$ cat src/gsh_ram.sv
// Single-port-write, single-port-read table with registered read, write bypass and clearing pass.
module gsh_ram #(
    parameter int unsigned DEPTH = 1024,
    parameter int unsigned WIDTH = 2
) (
    input  logic                     i_clk,
    input  logic                     i_rst_n,
    input  logic                     i_rd_en,
    input  logic [$clog2(DEPTH)-1:0] i_rd_addr,
    output logic [WIDTH-1:0]         o_rd_data,
    input  logic                     i_wr_en,
    input  logic [$clog2(DEPTH)-1:0] i_wr_addr,
    input  logic [WIDTH-1:0]         i_wr_data,
    output logic                     o_busy
);

    localparam int unsigned AW = $clog2(DEPTH);
    localparam logic [AW-1:0] LAST_ADDR = AW'(DEPTH - 1);

    logic [WIDTH-1:0] mem [DEPTH];

    logic [WIDTH-1:0] r_q;
    logic             r_byp;
    logic [WIDTH-1:0] r_byp_data;
    logic             r_clr_busy;
    logic [AW-1:0]    r_clr_addr;

    logic             wr_en;
    logic [AW-1:0]    wr_addr;
    logic [WIDTH-1:0] wr_data;

    // The clearing pass owns the write port until every entry holds zero.
    always_comb begin
        if (r_clr_busy) begin
            wr_en   = 1'b1;
            wr_addr = r_clr_addr;
            wr_data = '0;
        end else begin
            wr_en   = i_wr_en;
            wr_addr = i_wr_addr;
            wr_data = i_wr_data;
        end
    end

    // Storage array with registered read.
    always_ff @(posedge i_clk) begin
        if (wr_en) begin
            mem[wr_addr] <= wr_data;
        end
        if (i_rd_en) begin
            r_q <= mem[i_rd_addr];
        end
    end

    // A write at the same edge as a read to the same entry is forwarded.
    always_ff @(posedge i_clk) begin
        if (!i_rst_n) begin
            r_byp <= 1'b0;
        end else if (i_rd_en) begin
            r_byp <= i_wr_en && (i_wr_addr == i_rd_addr);
        end
    end

    always_ff @(posedge i_clk) begin
        if (i_rd_en) begin
            r_byp_data <= i_wr_data;
        end
    end

    assign o_rd_data = r_byp ? r_byp_data : r_q;

    // Sweep counter for the clearing pass after reset.
    always_ff @(posedge i_clk) begin
        if (!i_rst_n) begin
            r_clr_busy <= 1'b1;
            r_clr_addr <= '0;
        end else if (r_clr_busy) begin
            r_clr_addr <= r_clr_addr + AW'(1);
            if (r_clr_addr == LAST_ADDR) begin
                r_clr_busy <= 1'b0;
            end
        end
    end

    assign o_busy = r_clr_busy;

endmodule

$ cat config.mk
export PLATFORM = sky130hd
export DESIGN_NAME = gsh_ram
export DESIGN_NICKNAME = d
export VERILOG_FILES = /design/src/gsh_ram.sv
export SDC_FILE = /design/constraint.sdc
export NUM_CORES = 2
export LEC_CHECK = 0
export BUFFER_PORTS_ARGS = -buffer_cell sky130_fd_sc_hd__buf_2
export CAP_MARGIN = 5
export CORE_ASPECT_RATIO = 1.1
export CORE_MARGIN = 1.5
export CORE_UTILIZATION = 40
export CTS_BUF_LIST = sky130_fd_sc_hd__clkbuf_16
export DETAILED_ROUTE_END_ITERATION = 10
export PLACE_DENSITY = 0.63
export SYNTH_ARGS = -nofsm -noshare
export SYNTH_HDL_FRONTEND = slang
export SYNTH_SLANG_ARGS = --single-unit
export TNS_END_PERCENT = 1
$ cat constraint.sdc
create_clock -name i_clk -period 101.8 [get_ports i_clk]
set_clock_uncertainty 0.15 [all_clocks]
set_input_delay 20.36 -clock i_clk [delete_from_list [all_inputs] [get_ports i_clk]]
set_output_delay 20.36 -clock i_clk [all_outputs]
set_load 0.005 [all_outputs]
### Yosys cells after proc, flatten, opt, wreduce, memory -nomap -nowiden

Memories as Yosys holds them, arrays and structs flattened. A register that Yosys moved wholly into a read port is not among the register bits.
Cells that the tools add are included.

| word-level totals | value |
|---|---|
| memories | 1 |
| bits of input ports | 26 |
| RAM bits | 2048 |
| bits in registers | 14 |
| bits in read-only memories | 0 |
| output and inout bits | 3 |
| latch bits | 0 |

Memories:

| name | words | width | read ports | clocked after Yosys merged registers in | write ports | RTL line | source |
|---|---|---|---|---|---|---|---|
| mem | 1024 | 2 | 1 | 1 | 1 | 20 | `logic [WIDTH-1:0] mem [DEPTH];` |

| operators by class | value |
|---|---|
| reduce and logical (&&, ||, !) cells | 1 |
| divide/modulo/power cells | 0 |
| bitwise logic cells | 0 |
| mux-type cells | 8 |
| add/sub/neg operators | 1 |
| equal/unequal tests | 2 |
| shift operators | 0 |
| $lt $le $gt $ge | 0 |
| multipliers | 0 |

Operator list:

| kind | number |
|---|---|
| $add A10 B1 Y10 const B | 1 |
| $eq A10 B10 Y1 | 1 |
| $eq A10 B10 Y1 const B | 1 |
| $mux W10 | 1 |
| $mux W1 | 5 |
| $mux W2 | 2 |
| $logic_and A1 B1 Y1 | 1 |

### Longest topological paths before layout

| depth | value |
|---|---|
| depth after elaboration | 3 |
| depth in mapped cells | 14 |

### Least setup slack after synthesis

OpenSTA, ideal clock, no wires.

| timing path | value |
|---|---|
| kind | input -> register |
| from | input i_wr_data[0] |
| to | memory mem[0][0] (data pin) |
| setup slack | 51.779 ns |
| buffers on the path | 0 |
| data arrival time | 44.697 ns |
| required time | 96.476 ns |
| stages on the path | 1 |
| cells stage by stage | nor2b_1 |

| between the ends | value |
|---|---|
| longest elaborated chain between the ends | 1 |

Ends and longest elaborated chain:

| item | RTL line | source |
|---|---|---|
| start, declared | 13 | `input logic [WIDTH-1:0] i_wr_data,` |
| $mux W2 | 34 | `if (r_clr_busy) begin` |
| end, declared | 20 |  |

Every way passes these cells.

==> metrics.md <==
| Metric | Value |
|---|---|
| Status | `finished clean` |
| Congestion Overflow GR | `0` |
| CTS tree | `built` |
| Maximum vdd drop | `0.0199 mV` |
| Mapped Avg Cell Area | `17.1 sq um` |
| Hpwl dp | `133000 microns` |
| Die height | `486 microns` |
| Die X | `442 microns` |
| R2R Path End | `mem[372][0]` |
| Place WS | `75.59 ns` |
| Worst Reg2Reg Path Length in Cells | `5` |
| Worst path most repeated cell | `buf_4` |
| H-tree Lvls | `4` |
| Via Count | `46800` |
| Most common cell in the synthesized netlist | `edfxtp_1` |
| Initial antenna violation count | `7` |
| Buffers on Ports | `28` |
| First drt pass iteration count | `6` |
| I/O pin cnt | `29` |
| Critical path type | `in2reg` |
| Worst-path fanout max | `98` |
| Max Cap Viol | `0` |
| Hold Crit Endpoint | `r_byp` |
| Synth cell count leaders | `edfxtp_1 (2052), nor2_1 (1051), mux4_2 (424)` |
| Leakage | `29.0 nW` |
| Setup TNS | `0 ns` |
| Power density over the cells | `18.2 nW/um^2` |
| Max frequency | `39.5 MHz` |
| Count of final setup violators | `0` |
| Worst slew pin tran | `1.38 ns` |
| Num Clock Sinks | `2064` |
| Total Routing Usage GR | `21.8%` |
| Design Area, Final | `93600 sq um` |
| Initial DRC Count | `6145` |
| Post-synth top area share | `72.7%` |
| Root Buffer Master | `clkbuf_16` |
| Min Clock Period, post-route | `25.29 ns` |
| PostCTS Resize Cnt | `0` |
| Fin nets | `4927` |
| Worst skew pair latency | `0.85 ns` |
| Slew HR | `7.14%` |
| Cts hold-fix bufs | `0` |
| Gpl congestion | `0.832` |
| CP Data Arrival Time | `25.85 ns` |
| CP required | `102.36 ns` |
| Post-route antenna net violation count | `0` |
| Layout area overhead | `10.4%` |
| Hold Fails Final Rpt | `0` |
| Synth Instances | `4956` |
| Setup WS post-layout | `76.51 ns` |
| Die footprint | `215000 sq um` |
| CP startpoint kind | `primary input` |
| First-pass GRT wire length | `338000 microns` |
| Main synth FF type | `edfxtp_1` |
| R2r startpoint | `o_busy` |
| Crit end category | `flip-flop` |
| Critical Path Slowest Stage Cell | `buf_4` |
| CTS Buf Count | `196` |
| Largest cells by area after synthesis | `edfxtp_1 (73%), mux4_2 (11%), nor2_1 (4.7%)` |
| Ys async rst share | `0%` |
| R2r setup slk | `96.32 ns` |
| Netlist cell types | `65` |
| Post-route insts no fill | `7844` |
| Wire length per cell | `30.1 microns` |
| Post-CTS setup buffers | `0` |
| # rows | `177` |
| Period utilization | `24.8%` |
| Hold Path Cell Cnt | `2` |
| Mapped Nets | `4983` |
| RSZ-0062 raised after global routing | `no` |
| Critical-path cell list | `buf_8, buf_4, buf_4, buf_12, buf_4, mux2i_1, o221ai_1, o22ai_1, o21ai_0, nand4_1, or3b_1, o2111ai_1` |
| Via-to-Cell Ratio | `5.97` |
| Placed Area | `87400 sq um` |
| Pwr Total | `1.70 mW` |
| Core area | `211000 sq um` |
| Synth area leader | `edfxtp_1` |
| Min-Delay Path Class | `reg2reg` |
| YS warnings | `0` |
| Detailed-route DRC error count | `0` |
| Mapped cell area | `84800 sq um` |
| Post-synth EDFFs | `2052` |
| Vias in the first global route | `48000` |
| Clk slew on worst S/H paths | `0.06 ns` |
| Cells after DPL | `7476` |
| Worst Min Path Start | `r_byp` |
| Max clock buf depth | `3` |
| Share of cells above drive strength 1 | `17.8%` |
| Largest net degree at the start of global routing | `245` |
| Seq cells post-synth | `2064` |
| Max-slew violations | `0` |
| Sequential share of the synthesized area | `73.0%` |
| Routed wire length | `236000 microns` |
| Initial Util | `40.2%` |
| Largest stage delay, worst path | `0.75 ns` |
-- how the worst max path moves through the flow --
stage                 startpoint         to  slack, ns  cells past startpoint
finish              i_rd_addr[0]     r_q[0]      76.51                     12
detailed placement  i_rd_addr[0]     r_q[0]      75.59                     12
global placement    i_rd_addr[0]     r_q[0]      75.58                     12
global route        i_rd_addr[0]     r_q[0]      76.12                     12
floorplan           i_wr_data[0]  mem[0][0]      51.78                      1
CTS                 i_rd_addr[0]     r_q[0]      76.50                     12
-- registers in the layout, indices dropped and copies added (netlist names) --
register / cells
r_clr_addr: 10
r_byp: 1
mem: 2048
r_byp_data: 2
r_q: 2
o_busy: 1
-- cells by family after synthesis --
family                   after synthesis  share of synthesized area, %
XOR/XNOR                              19                         0.196
flip-flops                          2064                          73.0
AND/OR/NAND/NOR                     1386                          6.66
AO/OA/AOI/OAI                        398                          3.34
adder cells (fa/ha/maj)                1                        0.0148
multiplexers                         670                          14.2
buffers and inverters                418                          2.62
-- per-stage QoR --
step           hold WS [ns]  utilization (%)
2_1_floorplan         0.327                -
3_3_place_gp          0.361             41.4
3_5_place_dp          0.364             41.4
4_1_cts               0.371             44.3
5_1_grt               0.418             44.3
6_report              0.368             44.3
-- cell usage in the layout, fill, tap and decap left out, types with 23 or more instances in the layout --
| cell | n |
|---|---|
| clkinv_1 | 61 |
| a21oi_1 | 63 |
| mux4_2 | 424 |
| nand2_1 | 95 |
| inv_1 | 51 |
| clkbuf_16 | 199 |
| nand3_1 | 28 |
| buf_4 | 120 |
| a22oi_1 | 36 |
| nor2_1 | 1049 |
| a211oi_1 | 27 |
| o221ai_1 | 85 |
| clkinv_2 | 32 |
| buf_2 | 23 |
| o22ai_1 | 54 |
| o21ai_0 | 49 |
| nor3_1 | 81 |
| edfxtp_1 | 2052 |
| mux2i_1 | 236 |
-- worst max-delay path, delay by kind of cell --
family / cells / cell delay [ns]
buf+inv: 5 / 3.31
compound gates: 4 / 0.83
simple gates: 2 / 0.74
mux: 1 / 0.18
-- layout make-up --
cell class              instances  area, sq um
flip-flops and latches       2064        61900
fillers                     18200       117000
clock inverters               164         1220
diodes                          5         12.5
repair buffers                151         1170
multi-input cells            2474        20800
inverters                      13         52.6
clock buffers                 199         4980
well taps                    2774         3470
-- per-layer routing --
layer | vias up | global-route usage, % | part of all wire, %
met5 | - | 0 | 0.0051
li1 | 19300 | - | -
met3 | 471 | 3.67 | 8.2
met4 | 2 | 8.94 | 4.3
met1 | 24700 | 27.8 | 38
met2 | 2287 | 36.9 | 50
-- report_power, final --
| group | leakage (nW) | internal, mW | switching [mW] |
|---|---|---|---|
| logic | 6.65 | 0.0267 | 0.0462 |
| clock network | 3.19 | 0.391 | 0.320 |
| registers | 19.1 | 0.920 | 0.000516 |
| total | 29.0 | 1.34 | 0.367 |
(Power assumes the default switching activity.)
